File: src/rtl/core/bgs_pkg.sv
// Shared constants and types for the bilinear grid sampler.
// No dependencies; used by every file in rtl/core.
package bgs_pkg;

	// default sizes of the grid and of a stored height
	localparam int GRID_SIDE_DEF   = 33;
	localparam int HEIGHT_BITS_DEF = 16;

	// fixed field widths
	localparam int COORD_W = 32;
	localparam int CELL_W  = 6;
	localparam int SIDE_W  = 6;
	localparam int SPC_W   = 11;
	localparam int LHGT_W  = 16;
	localparam int OUT_W   = 24;
	localparam int CFG_IW  = 2;
	localparam int CFG_DW  = 32;

	localparam int SPACING_MAX = 1024;

	// cell locator: one quotient bit per stage
	localparam int CELL_QB  = 6;
	localparam int CELL_RW  = 17;
	localparam int CELL_LAT = CELL_QB + 1;

	// final divide by spacing squared: one quotient bit per stage
	localparam int DIV_QB  = OUT_W - 1;
	localparam int DIV_DW  = 2 * SPC_W - 1;
	localparam int DIV_LAT = DIV_QB + 1;

	// register indexes
	localparam logic [CFG_IW-1:0] REG_ORIGIN_X  = 2'd0;
	localparam logic [CFG_IW-1:0] REG_ORIGIN_Z  = 2'd1;
	localparam logic [CFG_IW-1:0] REG_GRID_SIDE = 2'd2;
	localparam logic [CFG_IW-1:0] REG_SPACING   = 2'd3;

	// item kinds
	localparam logic ACT_LOAD   = 1'b0;
	localparam logic ACT_SAMPLE = 1'b1;

	// load and kind details riding alongside the cell locators
	typedef struct packed {
		logic               act;
		logic [CELL_W-1:0]  col;
		logic [CELL_W-1:0]  row;
		logic [LHGT_W-1:0]  hgt;
	} side_t;

endpackage

File: src/rtl/core/bgs_cell_div.sv
// Pipelined cell locator: floor-divides a coordinate offset by the spacing,
// clamps to the grid edge and yields cell index and fraction numerator.
// Depends on bgs_pkg.
module bgs_cell_div (
	input  logic                             clk,
	input  logic                             en,
	input  logic signed [bgs_pkg::COORD_W:0] delta,
	input  logic [bgs_pkg::SPC_W-1:0]        spacing,
	input  logic [bgs_pkg::SIDE_W-1:0]       side,
	output logic [bgs_pkg::CELL_W-1:0]       cell_idx,
	output logic [bgs_pkg::SPC_W-1:0]        frac
);

	typedef struct packed {
		logic                         neg;
		logic                         over;
		logic [bgs_pkg::CELL_RW-1:0]  rem;
		logic [bgs_pkg::CELL_QB-1:0]  q;
	} cst_t;

	cst_t st_s [bgs_pkg::CELL_QB+1];

	logic [bgs_pkg::CELL_RW-1:0] lim;

	// one restoring step for quotient bit k
	function automatic cst_t cstep(cst_t a, logic [bgs_pkg::SPC_W-1:0] s, int k);
		cst_t                        r;
		logic [bgs_pkg::CELL_RW-1:0] t;
		r = a;
		t = bgs_pkg::CELL_RW'(s) << k;
		if (a.rem >= t) begin
			r.rem  = a.rem - t;
			r.q[k] = 1'b1;
		end
		return r;
	endfunction

	// offset at which the cell passes the last one in use
	assign lim = bgs_pkg::CELL_RW'(side - 1'b1) * bgs_pkg::CELL_RW'(spacing);

	always_ff @(posedge clk) begin
		if (en) begin
			st_s[0].neg  <= delta[bgs_pkg::COORD_W];
			st_s[0].over <= !delta[bgs_pkg::COORD_W] &&
				(delta >= $signed({{(bgs_pkg::COORD_W + 1 - bgs_pkg::CELL_RW){1'b0}}, lim}));
			st_s[0].rem  <= delta[bgs_pkg::CELL_RW-1:0];
			st_s[0].q    <= '0;
			for (int i = 1; i <= bgs_pkg::CELL_QB; i++) begin
				st_s[i] <= cstep(st_s[i-1], spacing, bgs_pkg::CELL_QB - i);
			end
		end
	end

	// edge clamp
	always_comb begin
		if (st_s[bgs_pkg::CELL_QB].neg) begin
			cell_idx = '0;
			frac     = '0;
		end else if (st_s[bgs_pkg::CELL_QB].over) begin
			cell_idx = side - 2'd2;
			frac     = spacing;
		end else begin
			cell_idx = st_s[bgs_pkg::CELL_QB].q;
			frac     = st_s[bgs_pkg::CELL_QB].rem[bgs_pkg::SPC_W-1:0];
		end
	end

endmodule

File: config.mk
export PLATFORM = sky130hd
export DESIGN_NAME = bgs_cell_div
export DESIGN_NICKNAME = d
export VERILOG_FILES = /design/src/rtl/core/bgs_pkg.sv /design/src/rtl/core/bgs_cell_div.sv
export SDC_FILE = /design/constraint.sdc
export NUM_CORES = 1
export LEC_CHECK = 0
export ABC_AREA = 1
export BUFFER_PORTS_ARGS = -buffer_cell sky130_fd_sc_hd__buf_4
export CAP_MARGIN = 20
export CORE_UTILIZATION = 45
export DETAILED_ROUTE_END_ITERATION = 10
export GPL_TIMING_DRIVEN = 0
export PLACE_DENSITY = 0.63
export SLEW_MARGIN = 20
export SYNTH_ARGS = -nofsm -noshare
export SYNTH_HDL_FRONTEND = slang
export SYNTH_SLANG_ARGS = --single-unit
File: constraint.sdc
create_clock -name clk -period 6.45 [get_ports clk]
set_input_delay 1.29 -clock clk [delete_from_list [all_inputs] [get_ports clk]]
set_output_delay 1.29 -clock clk [all_outputs]
set_load 0.05 [all_outputs]
Yosys cells after proc, flatten, opt, wreduce, memory -nomap -nowiden
Memories as Yosys holds them, arrays and structs flattened.
Index checks and enable logic that the tools add are counted.

cells by class
  add/subtract/negate cells = 8
  multiply operators = 1
  magnitude comparators = 7
  muxes and demuxes = 28
  reduce and logical (&&, ||, !) cells = 2

operator list
  cell                 count
  $mux 17              10
  $mux 18              2
  $ge 33x18->1         1
  $mux 11              2
  $ge 17x11->1         1
  $ge 17x12->1         1
  $ge 17x13->1         1
  $ge 17x14->1         1
  $ge 17x15->1         1
  $ge 17x16->1         1
  $mul 7x12->17        1
  $sub 17x11->17       1
  $sub 17x12->17       1
  $sub 17x13->17       1
  $sub 17x14->17       1
  $sub 17x15->17       1
  $sub 17x16->17       1
  $mux 1               12
  $mux 6               2
  $sub 6x1->7 const B  1
  $sub 6x2->6 const B  1
  $logic_and 1x1->1    1
  $logic_not 1->1      1

storage, ports and cells
  register bits after elaboration = 0
  bits in writable memories = 175
  logic and storage cells = 47
  memories = 1

memory list
  name  depth  bits a word  read ports  clocked after Yosys merged registers in  wr ports  RTL line            source
  st_s  7      25           7           0                                        7         bgs_cell_div.sv:21  cst_t st_s [bgs_pkg::CELL_QB+1];

Longest topological paths before layout
  depth after elaboration = 4
  depth in mapped cells = 34
  depth with buffers taken out = 34

Least setup slack after synthesis
No wires, ideal clock.

  path type = input to register
  start = in side[1] (netlist bit)
  end = mem st_s[0][23] (netlist bit) (data pin)
  setup time = 0.252 ns
  arrival time = 6.270 ns
  setup slack = -0.072 ns
  stages on the path = 31
  path buffers = 0
  cells stage by stage = inv_1 > ha_1 > nand2_1 > nor2_1 > inv_1 > o21ai_0 > nand2_1 > inv_1 > nand2_1 > fa_1 > fa_1 > inv_1 > fa_1 > inv_1 > fa_1 > inv_1 > ha_1 > nand2_1 > inv_1 > nand2_1 > nand2_1 > and2_1 > o21ai_0 > nand2_1 > ha_1 > a21oi_1 > nand2_1 > a21oi_1 > nand4_1 > nand2_1 > nand2_1

RTL lines
  item             RTL line            source
  start, declared  bgs_cell_div.sv:9   input logic [bgs_pkg::SIDE_W-1:0] side,
  end, declared    bgs_cell_div.sv:21

==> results.md <==
- Max IR drop VDD: 0.279 mV
- Die X: 174 um
- Startpoint types: input pin
- GR Overflow Total: 0
- Register area share after synthesis: 33.4%
- R2R Setup Slk: 4.15 ns
- Hold Crit Start: st_s[2][24]
- Iteration-0 DRC Markers: 743
- Worst Path Required: 6.63 ns
- Post-route ant nets: 0
- R2R depth: 12
- Final hold vios: 0
- Final net count: 1987
- H-tree Lvls: 4
- Adder-Cell Fraction of Synth Area: 19.5%
- Post-synth cell types: 43
- Core box area: 28900 um^2
- Max-cap violations: 0
- Top layer in use: met4
- First-pass DRT Iterations: 5
- Initial antenna violation count: 0
- Chip Height: 174 um
- Worst-Margin Slew: 0.932 ns
- Yosys reg bits: 148
- Skew final: 0.0185 ns
- Worst path max stage delay: 0.55 ns
- Gr usage total: 22.7%
- CP Launch Point: side[1]
- DIE AREA: 30200 um^2
- Diode count: 0
- Cts hold-fix bufs: 0
- Post-synthesis instance total: 1651
- Final Setup Violations: 0
- Min Tclk post-route: 6.32 ns
- Vias in the first global route: 11100
- Max reg flops: 148
- Port-buffer cells: 68
- Status: completed
- Synthesized Nets: 1880
- Max clock buf depth: 2
- CTS tree: built
- Synth warnings: 0
- M1 wire length: 14300 um
- CTS root buffer: clkbuf_16
- Post-synth EDFFs: 148
- Pins Over Slew Limit: 0
- Met3 WL: 1820 um
- Final period util: 98.0%
- HP Class: flop to flop
- Compound-cell area share of the yosys netlist: 8.78%
- Row cnt: 62
- Placed cell area: 14300 um^2
- WL met2: 16500 um
- Filler cells: 2745
- Vias per inst: 5.24
- CP Class: input pin to flop
- Post-route cell area: 15300 um^2
- Fraction of layout instances using a drive strength above 1: 15.5%
- Maximum fanout along the worst path: 6
- R2r endpoint: st_s[5][11]
- CP Data Arrival Time: 6.50 ns
- Slowest CP cell: fa_1
- Effective utilization at floorplan: 46.0%
- Mapped Area: 13300 um^2
- Syn Area/Cell: 8.05 um^2
- Layout area overhead: 15.5%
- R2R Path Start: st_s[4][7]
- DP Cell Count: 2104
- Mux contribution to synthesized area: 0%
- Largest family of logic cells by synthesized area: simple AND/OR/NAND/NOR gates
- Most flop-heavy register: st_s
- Relative slew margins: 37.8%
- Primary FF master, synth: edfxtp_1
- Via count: 11300
- Largest net degree at the start of global routing: 105
- Synth Area in Simple Gates: 26.0%
- Async S/R FF share, synth: 0%
- Hold depth: 0
- XOR/XNOR Fraction of Synth Area: 3.36%
- Worst Hold End: st_s[3][24]
- Drc violations: 0
- Detailed placer's ending HPWL: 25700 um
- Wire per inst: 15.6 um
- Drt total wl: 33600 um
- Largest registers: st_s x148
- Worst setup EP type: flop
- Global-route wire length before repair: 53800 um
- RD Place Congestion: 0.920
- Clk_lat worst skew: 0.44 ns
- Non-filler cells, final: 2155
- Total CTS buffers: 17
- FMAX: 0.158 GHz
- I/O pin total: 69
- Clock transition at path regs: 0.06 ns
- CTS Sinks: 148
- Leak: 0.00728 uW
- P per Cell Area: 344 nW/um^2
[layer usage]
layer,track usage (%),vias up
met4,9.32,0
met2,39.5,332
met5,0,-
li1,-,5650
met1,27.8,5236
met3,3.68,70
[cell type report]
| type | instances | area, um^2 | share of cell area [%] |
|---|---|---|---|
| well taps | 384 | 480 | 3.13 |
| clock inverters | 14 | 140 | 0.913 |
| multi-input cells | 1211 | 7970 | 51.9 |
| inverters | 273 | 1040 | 6.79 |
| plain buffers | 19 | 148 | 0.962 |
| clock buffers | 18 | 429 | 2.80 |
| flip-flops and latches | 148 | 4440 | 29.0 |
| repair buffers | 88 | 692 | 4.51 |
[where the power goes]
group / switching (uW) / internal [uW]
combinational: 1750 / 1130
sequential: 110 / 1330
clock: 422 / 542
total: 2280 / 3000
[critical path: cells and delay by family]
family,cells,cell delay (ns)
fa+ha+maj,7,2.86
simple gates,16,1.32
buf+inv,7,0.58
compound gates,1,0.23
xor+xnor,1,0.23
[synthesized netlist by cell type (8+ instances only)]
master	n	area (um^2)
a211oi_1	14	105
nor2_1	176	661
o21ai_1	11	55.1
nand4_1	38	238
nand2_1	403	1510
xnor2_1	18	158
o21ai_0	52	260
nand3_2	13	130
nand3b_1	8	60.1
nor3_1	13	65.1
a21oi_2	9	78.8
o21ai_2	19	166
xor2_1	33	289
edfxtp_1	148	4440
fa_1	51	1020
nand3_1	93	465
nand2_2	19	119
inv_1	265	995
a21oi_1	63	315
ha_1	126	1580
buf_6	9	101
[how the worst max path moves through the flow]
stage,slack [ns],endpoint,cells past startpoint
after floorplan,0.06,st_s[0][23],27
after global placement,-0.72,st_s[0][23],30
after detailed placement,-0.75,st_s[0][23],30
after CTS,0.01,st_s[0][23],30
after global routing,-0.06,st_s[0][23],32
final,0.13,st_s[0][23],32
[through the flow]
step	TNS, ns	worst slack (ns)	utilization, %	hold slack [ns]	power, uW
after floorplan	0	0.0570	-	0.400	3390
after global placement	-0.718	-0.718	49.5	0.404	3970
after detailed placement	-0.748	-0.748	49.6	0.405	4010
after CTS	0	0.0118	52.0	0.416	5070
after global routing	-0.0605	-0.0605	53.2	0.422	5720
final	0	0.132	53.2	0.416	5280
[cells by family (layout without fill, tap and decap cells)]
logic type	count (synthesis)	count (layout)
adder cells (fa/ha/maj)	177	177
flip-flops	148	148
XOR/XNOR	51	51
AO/OA/AOI/OAI	193	193
AND/OR/NAND/NOR	790	790
buffers and inverters	292	412
[what timing repair did]
action                                  4_1_cts  5_1_grt
gates resized for setup                      19       63
endpoints found under the setup margin        1        1
endpoints found under the hold margin         0        0
buffers inserted                              4       15
pin swaps                                     7       33
[cell usage in the layout, fill, tap and decap left out, types with 4 or more instances in the layout]
cell type and n:
a211oi_1 14, a21o_1 5, a21oi_1 57, a21oi_2 12, a31oi_1 5, and2_1 6
buf_4 87, buf_6 10, clkbuf_1 8, clkbuf_16 17, clkinvlp_4 5, edfxtp_1 148
fa_1 51, ha_1 116, ha_4 8, inv_1 253, inv_2 14, inv_4 4
inv_6 6, nand2_1 386, nand2_2 33, nand3_1 92, nand3_2 13, nand3b_1 8
nand4_1 38, nor2_1 167, nor2_2 13, nor3_1 12, nor4_1 5, o21a_1 4
o21ai_0 48, o21ai_1 12, o21ai_2 21, xnor2_1 18, xor2_1 32
Power figures use the tool's default switching activity.
