File: src/rtl/core/bgs_pkg.sv
// Shared constants and types for the bilinear grid sampler.
// No dependencies; used by every file in rtl/core.
package bgs_pkg;

	// default sizes of the grid and of a stored height
	localparam int GRID_SIDE_DEF   = 33;
	localparam int HEIGHT_BITS_DEF = 16;

	// fixed field widths
	localparam int COORD_W = 32;
	localparam int CELL_W  = 6;
	localparam int SIDE_W  = 6;
	localparam int SPC_W   = 11;
	localparam int LHGT_W  = 16;
	localparam int OUT_W   = 24;
	localparam int CFG_IW  = 2;
	localparam int CFG_DW  = 32;

	localparam int SPACING_MAX = 1024;

	// cell locator: one quotient bit per stage
	localparam int CELL_QB  = 6;
	localparam int CELL_RW  = 17;
	localparam int CELL_LAT = CELL_QB + 1;

	// final divide by spacing squared: one quotient bit per stage
	localparam int DIV_QB  = OUT_W - 1;
	localparam int DIV_DW  = 2 * SPC_W - 1;
	localparam int DIV_LAT = DIV_QB + 1;

	// register indexes
	localparam logic [CFG_IW-1:0] REG_ORIGIN_X  = 2'd0;
	localparam logic [CFG_IW-1:0] REG_ORIGIN_Z  = 2'd1;
	localparam logic [CFG_IW-1:0] REG_GRID_SIDE = 2'd2;
	localparam logic [CFG_IW-1:0] REG_SPACING   = 2'd3;

	// item kinds
	localparam logic ACT_LOAD   = 1'b0;
	localparam logic ACT_SAMPLE = 1'b1;

	// load and kind details riding alongside the cell locators
	typedef struct packed {
		logic               act;
		logic [CELL_W-1:0]  col;
		logic [CELL_W-1:0]  row;
		logic [LHGT_W-1:0]  hgt;
	} side_t;

endpackage

File: src/rtl/core/bgs_div.sv
// Pipelined floored division of the weighted sum (times 256) by the
// spacing squared, saturated to the result width. Depends on bgs_pkg.
module bgs_div #(
	parameter int NUM_W = bgs_pkg::HEIGHT_BITS_DEF + 21
) (
	input  logic                             clk,
	input  logic                             en,
	input  logic signed [NUM_W-1:0]          num,
	input  logic [bgs_pkg::DIV_DW-1:0]       dsq,
	output logic signed [bgs_pkg::OUT_W-1:0] res
);

	localparam int MW = NUM_W + 8;
	localparam int RW = bgs_pkg::DIV_DW + bgs_pkg::DIV_QB;
	localparam int CW = (MW > RW) ? MW : RW;

	typedef struct packed {
		logic                        neg;
		logic                        ovf;
		logic [bgs_pkg::DIV_DW-1:0]  d;
		logic [RW-1:0]               rem;
		logic [bgs_pkg::DIV_QB-1:0]  q;
	} dst_t;

	dst_t st_s [bgs_pkg::DIV_QB+1];

	logic [MW-1:0] nsh;
	logic [MW-1:0] mag;
	logic [RW-1:0] dtop;

	function automatic dst_t dstep(dst_t a, int k);
		dst_t          r;
		logic [RW-1:0] t;
		r = a;
		t = RW'(a.d) << k;
		if (a.rem >= t) begin
			r.rem  = a.rem - t;
			r.q[k] = 1'b1;
		end
		return r;
	endfunction

	// floor of a negative dividend: divide its complement, complement the quotient
	assign nsh  = {num, 8'h00};
	assign mag  = num[NUM_W-1] ? ~nsh : nsh;
	assign dtop = RW'(dsq) << bgs_pkg::DIV_QB;

	always_ff @(posedge clk) begin
		if (en) begin
			st_s[0].neg <= num[NUM_W-1];
			st_s[0].ovf <= CW'(mag) >= CW'(dtop);
			st_s[0].d   <= dsq;
			st_s[0].rem <= RW'(mag);
			st_s[0].q   <= '0;
			for (int i = 1; i <= bgs_pkg::DIV_QB; i++) begin
				st_s[i] <= dstep(st_s[i-1], bgs_pkg::DIV_QB - i);
			end
		end
	end

	// saturate and restore the sign
	always_comb begin
		if (st_s[bgs_pkg::DIV_QB].ovf) begin
			res = st_s[bgs_pkg::DIV_QB].neg ? {1'b1, {(bgs_pkg::OUT_W-1){1'b0}}}
				: {1'b0, {(bgs_pkg::OUT_W-1){1'b1}}};
		end else if (st_s[bgs_pkg::DIV_QB].neg) begin
			res = ~{1'b0, st_s[bgs_pkg::DIV_QB].q};
		end else begin
			res = {1'b0, st_s[bgs_pkg::DIV_QB].q};
		end
	end

endmodule
File: config.mk
export PLATFORM = sky130hd
export DESIGN_NAME = bgs_div
export DESIGN_NICKNAME = d
export VERILOG_FILES = /design/src/rtl/core/bgs_pkg.sv /design/src/rtl/core/bgs_div.sv
export SDC_FILE = /design/constraint.sdc
export NUM_CORES = 2
export LEC_CHECK = 0
export ABC_AREA = 0
export BUFFER_PORTS_ARGS = -buffer_cell sky130_fd_sc_hd__buf_2
export CAP_MARGIN = 20
export CORE_MARGIN = 8
export CORE_UTILIZATION = 50
export CTS_CLUSTER_DIAMETER = 50
export DETAILED_ROUTE_END_ITERATION = 10
export HOLD_SLACK_MARGIN = 0.02
export PLACE_DENSITY = 0.65
export SLEW_MARGIN = 40
export SYNTH_ARGS = -nofsm -noshare
export SYNTH_HDL_FRONTEND = slang
export SYNTH_SLANG_ARGS = --single-unit
File: constraint.sdc
create_clock -name clk -period 4.5 [get_ports clk]
set_input_delay 0.9 -clock clk [delete_from_list [all_inputs] [get_ports clk]]
set_output_delay 0.9 -clock clk [all_outputs]
set_load 0.1 [all_outputs]
# After elaboration in Yosys (flattened, before gate mapping)
# Memories as Yosys holds them, arrays and structs flattened.
# Cells that the tools add are included.
dict set report totals {
  output_inout_bits 24
  input_bits 60
  reg_bits 0
  latch_bits 0
  elab_cells 146
  mem_bits_ro 0
  mem_count 1
  mem_bits_rw 2160
}
# name depth width read_ports rd_ports_with_merged_regs write_ports line_no
set memory_table {}
lappend memory_table {st_s 24 90 24 0 24 bgs_div.sv:25} ;# dst_t st_s [bgs_pkg::DIV_QB+1];
dict set report op_classes {
  n_eq_ne 0
  n_addsub 23
  multipliers 0
  shift 0
  n_bitwise 2
  div 0
  magnitude_cmp 24
  n_mux 96
  n_reduce_logical 0
}
# cell count
set ops {}
lappend ops {{$mux W44} 44}
lappend ops {{$mux W45} 3}
lappend ops {{$mux W24} 3}
lappend ops {{$mux W1} 46}
lappend ops {{$ge A45 B44 Y1} 1}
lappend ops {{$not A45 Y45} 1}
lappend ops {{$ge A44 B21 Y1} 1}
lappend ops {{$ge A44 B22 Y1} 1}
lappend ops {{$ge A44 B23 Y1} 1}
lappend ops {{$ge A44 B24 Y1} 1}
lappend ops {{$ge A44 B25 Y1} 1}
lappend ops {{$ge A44 B26 Y1} 1}
lappend ops {{$ge A44 B27 Y1} 1}
lappend ops {{$ge A44 B28 Y1} 1}
lappend ops {{$ge A44 B29 Y1} 1}
lappend ops {{$ge A44 B30 Y1} 1}
lappend ops {{$ge A44 B31 Y1} 1}
lappend ops {{$ge A44 B32 Y1} 1}
lappend ops {{$ge A44 B33 Y1} 1}
lappend ops {{$ge A44 B34 Y1} 1}
lappend ops {{$ge A44 B35 Y1} 1}
lappend ops {{$ge A44 B36 Y1} 1}
lappend ops {{$ge A44 B37 Y1} 1}
lappend ops {{$ge A44 B38 Y1} 1}
lappend ops {{29 further kinds} 29}

# Depth between registers and ports, before layout
# An unclocked memory read counts as a cell.
dict set report logic_depth {
  ltp_word 4
  depth_mapped 15
  depth_no_buf 13
}

# Worst setup path after synthesis
# OpenSTA, ideal clock, no wires.
dict set report synth_path {
  path_kind {input to register}
  from {input port num[36]}
  to {memory st_s[0][88] (netlist bit) (data pin)}
  setup_ns 0.261
  required_ns 4.239
  n_path_buf 3
  arrival_ns 3.670
  cell_stages 13
  setup_slack_ns 0.570
  path_cell_list {clkbuf_1 clkbuf_1 clkbuf_1 xor2_1 ha_1 a21oi_1 nor2b_1 o21ai_0 a21oi_1 a211oi_1 o21ai_0 nor2b_1 o32a_1}
}
# element line_no
set synth_rtl {}
lappend synth_rtl {{from (decl)} bgs_div.sv:8} ;# input logic signed [NUM_W-1:0] num,
lappend synth_rtl {{to (decl)} bgs_div.sv:25}

==> metrics.cfg <==
[route]
vias_per_cell=5.627
first_pass_iters=6
ant_nets=0
vias=56316
drtIter0Drc=4634
drt_wl_total_mm=192.9
wl_per_cell_um=19.28
drc=0

[power_and_ir_drop]
netSwitchingFraction_pct=34.63
p_leak_nw=37.14
clock_power_share_pct=25.5
power.share.sequential_pct=40.3
vdd_ir_drop_max_v=0.0004223
p_sw_mw=20.79
power.internal_mw=39.25
p_comb_share_pct=34.2
power_mw=60.04
powerDensity_nw_per_um2=621.5

[die]
io-pin-count=84
die_w_um=432.1
die-area_sq_um=186700
core-area_sq_um=171700
rows=152
initial_core_util_pct=50.41
die_y_um=432.1

[synth]
synth_seq_area_share_pct=57.68
synth.net_count=7915
yosysUniqueCellTypes=90
ys_warn_count=0
ys_async_sr_fraction_pct=0
ys_ff_latch=1663
synth_flop_cell=edfxtp_1
synth_edf_count=1663
post_synth.cell_area_avg_sq_um=11.82
synthesis.area_sq_um=86570
synthCells=7324

[critical_path]
ff2ff_path_depth=13
worstPathRequired_ps=5050
cp_cell_sequence=inv_1, ha_1, inv_1, fa_1, a21oi_2, o221ai_1, a221o_1, a21bo_2, a221o_1, and3b_1, or4_1, or4_1, xnor2_1
r2r-start=st_s[2][449]
reg2reg_slack_ps=240
critPathBufInv=2
cpMaxStageDelayCell=or4_1
startpoint=st_s[2][449]
endpoint=st_s[2][503]
cpPeakStageDelay_ps=520
cp.depth=13
worstSetupPathType=reg -> reg
r2r-end=st_s[2][503]
crit_path_start_kind=register
cp.arrival_ps=4810
crit_fanout=3
cp-end-kind=register
critPathTopFamily=compound AO/OA/AOI/OAI gates

[timing]
slew_headroom_pct=43.36
tns_ps=0
slew_violations=0
fin_crit_sh_pct=94.64
period_minus_slack_ps=4259
hold_violations=0
worst_clock_skew_ps=31.03
finalSetupViolCount=0
max_freq_ghz=0.2348
worst_slew_pin_slew_ps=828.2
rsz0062_at_grt=no

[final_layout]
mostFrequentLayoutCells=1,663 x edfxtp_1, 662 x inv_1, 509 x a21oi_1, 509 x ha_1, 485 x nor2_1
largest_reg_flops=1663
syn_to_final_growth_pct=11.59
final_cells=10009
reg.largest.list=st_s x1663
area.sequential_sq_um=49940
top_register=st_s
multiInputGateArea_sq_um=33620
num-nets-final=8124
n_fill_cell=14189
n_antenna_cell=0
final_common_cell=edfxtp_1
drive_above_1_share_pct=8.313

[cts]
post-cts-setup-buffers=0
clock_path_buffers=3
cts_tree=built
clock-root-buffer=clkbuf_16
cts-hold-fix-buffers=0
h-tree-depth=4
cts_made_buffers=190
clkTransAtPathRegs_ps=60
worstSkewPairLatency_ps=820
cts_sinks=1663

[placement]
hpwl_mm=145.6
portBuffers=83
dp_cells=9651
gp_congestion=0.9269

[grt]
grt_pass1_vias=54361
antenna_found_initial=5
grt-ovfl-total=0
track_usage_pct=20.15
grt_max_degree=129
grt_pass1_wl_mm=300.8

[min_path]
hold_path_class=in -> reg
worstHoldPathCells=1

[flow_run]
maxCapViolations=0

[status]
outcome=finished clean

==> how the worst min path moves through the flow <==
stage / start / to / slack (ps)
2_1_floorplan: st_s[0][88] / st_s[0][178] / 400
3_3_place_gp: st_s[2][373] / st_s[2][463] / 400
3_5_place_dp: st_s[0][562] / st_s[0][652] / 400
4_1_cts: dsq[6] / st_s[0][73] / 200
5_1_grt: dsq[9] / st_s[0][76] / 220
6_report: dsq[9] / st_s[0][76] / 280
==> routing by layer <==
metal / track usage, % / vias up / routed length, um
met5: 0 / - / 0
met4: 6.764 / 0 / 6087
met3: 3.069 / 372 / 10450
met2: 33.61 / 1527 / 91580
met1: 27.09 / 26969 / 84800
li1: - / 27448 / -
==> logic make-up (layout without fill, tap and decap cells) <==
group / Yosys count / count (layout) / share of synthesized area (%)
buf+inv: 814 / 1189 / 3.589
flops: 1663 / 1663 / 57.68
simple gates: 1903 / 1903 / 10.95
mux: 104 / 104 / 1.333
compound gates: 1644 / 1644 / 11.85
xor+xnor: 665 / 665 / 6.728
fa+ha+maj: 531 / 531 / 7.865
==> cell type report <==
class,instances,area share [%]
clock inverters,142,1.473
inverters,663,2.576
clock buffers,216,5.111
repair buffers,168,1.359
multi-input cells,4847,34.80
well taps,2310,2.992
flip-flops and latches,1663,51.69
==> metrics by stage <==
stage	util (%)	worst slack, ps	hold slack, ps	cell area (sq um)
final	56.25	241.1	279.0	96610
after global routing	56.25	39.32	220.2	96610
after CTS	56.25	193.6	197.7	96600
after detailed placement	52.55	225.6	404.5	90240
after global placement	52.52	226.3	400.2	90190
after floorplan	-	569.6	400.3	86570
==> synthesized netlist by cell type, types with 32 or more instances <==
cell         n  area share (%)
edfxtp_1  1663              58
inv_1      662             2.9
a21oi_1    511             3.0
ha_1       509             7.4
nor2_1     485             2.1
nand2_1    482             2.1
o21ai_0    411             2.4
xnor2_1    364             3.7
xor2_1     301             3.0
a21o_1     212             1.8
nor3_1     158            0.91
clkbuf_1   124            0.54
nand3_1    113            0.65
nor4_1      96            0.69
nand4_1     94            0.68
mux2_2      90             1.2
nand2b_1    81            0.59
nor2b_1     76            0.55
o21a_1      72            0.62
or3_1       57            0.41
or4_1       55            0.48
o21bai_1    50            0.43
a31oi_1     47            0.34
a211oi_1    46            0.40
o31ai_1     43            0.37
o211ai_1    32            0.28
==> repair_timing <==
item / 4_1_cts / 5_1_grt
endpoints found under the setup margin: 0 / 1
endpoints found under the hold margin: 0 / 0
resized for setup: 0 / 1
==> power by group through the flow <==
stage	Combinational, mW	Clock (mW)	Sequential [mW]
2_1_floorplan	15.7	0	23.1
3_5_place_dp	20.3	0	24.4
5_1_grt	22.9	16.3	24.5
6_report	20.6	15.3	24.2
4_1_cts	20.5	15.7	24.2
3_3_place_gp	19.9	0	24.4
==> worst register-to-register path: cells and delay by family (launching register included) <==
family / cells / cell delay (ps)
and+or+nand+nor: 3 / 1200
buffers and inverters: 2 / 160
DFF: 1 / 420
xor gates and xnor gates: 1 / 150
AOI/OAI and AO/OA: 5 / 1490
adders and majority gates: 2 / 600
No activity file was read; power rests on OpenSTA's default activity.
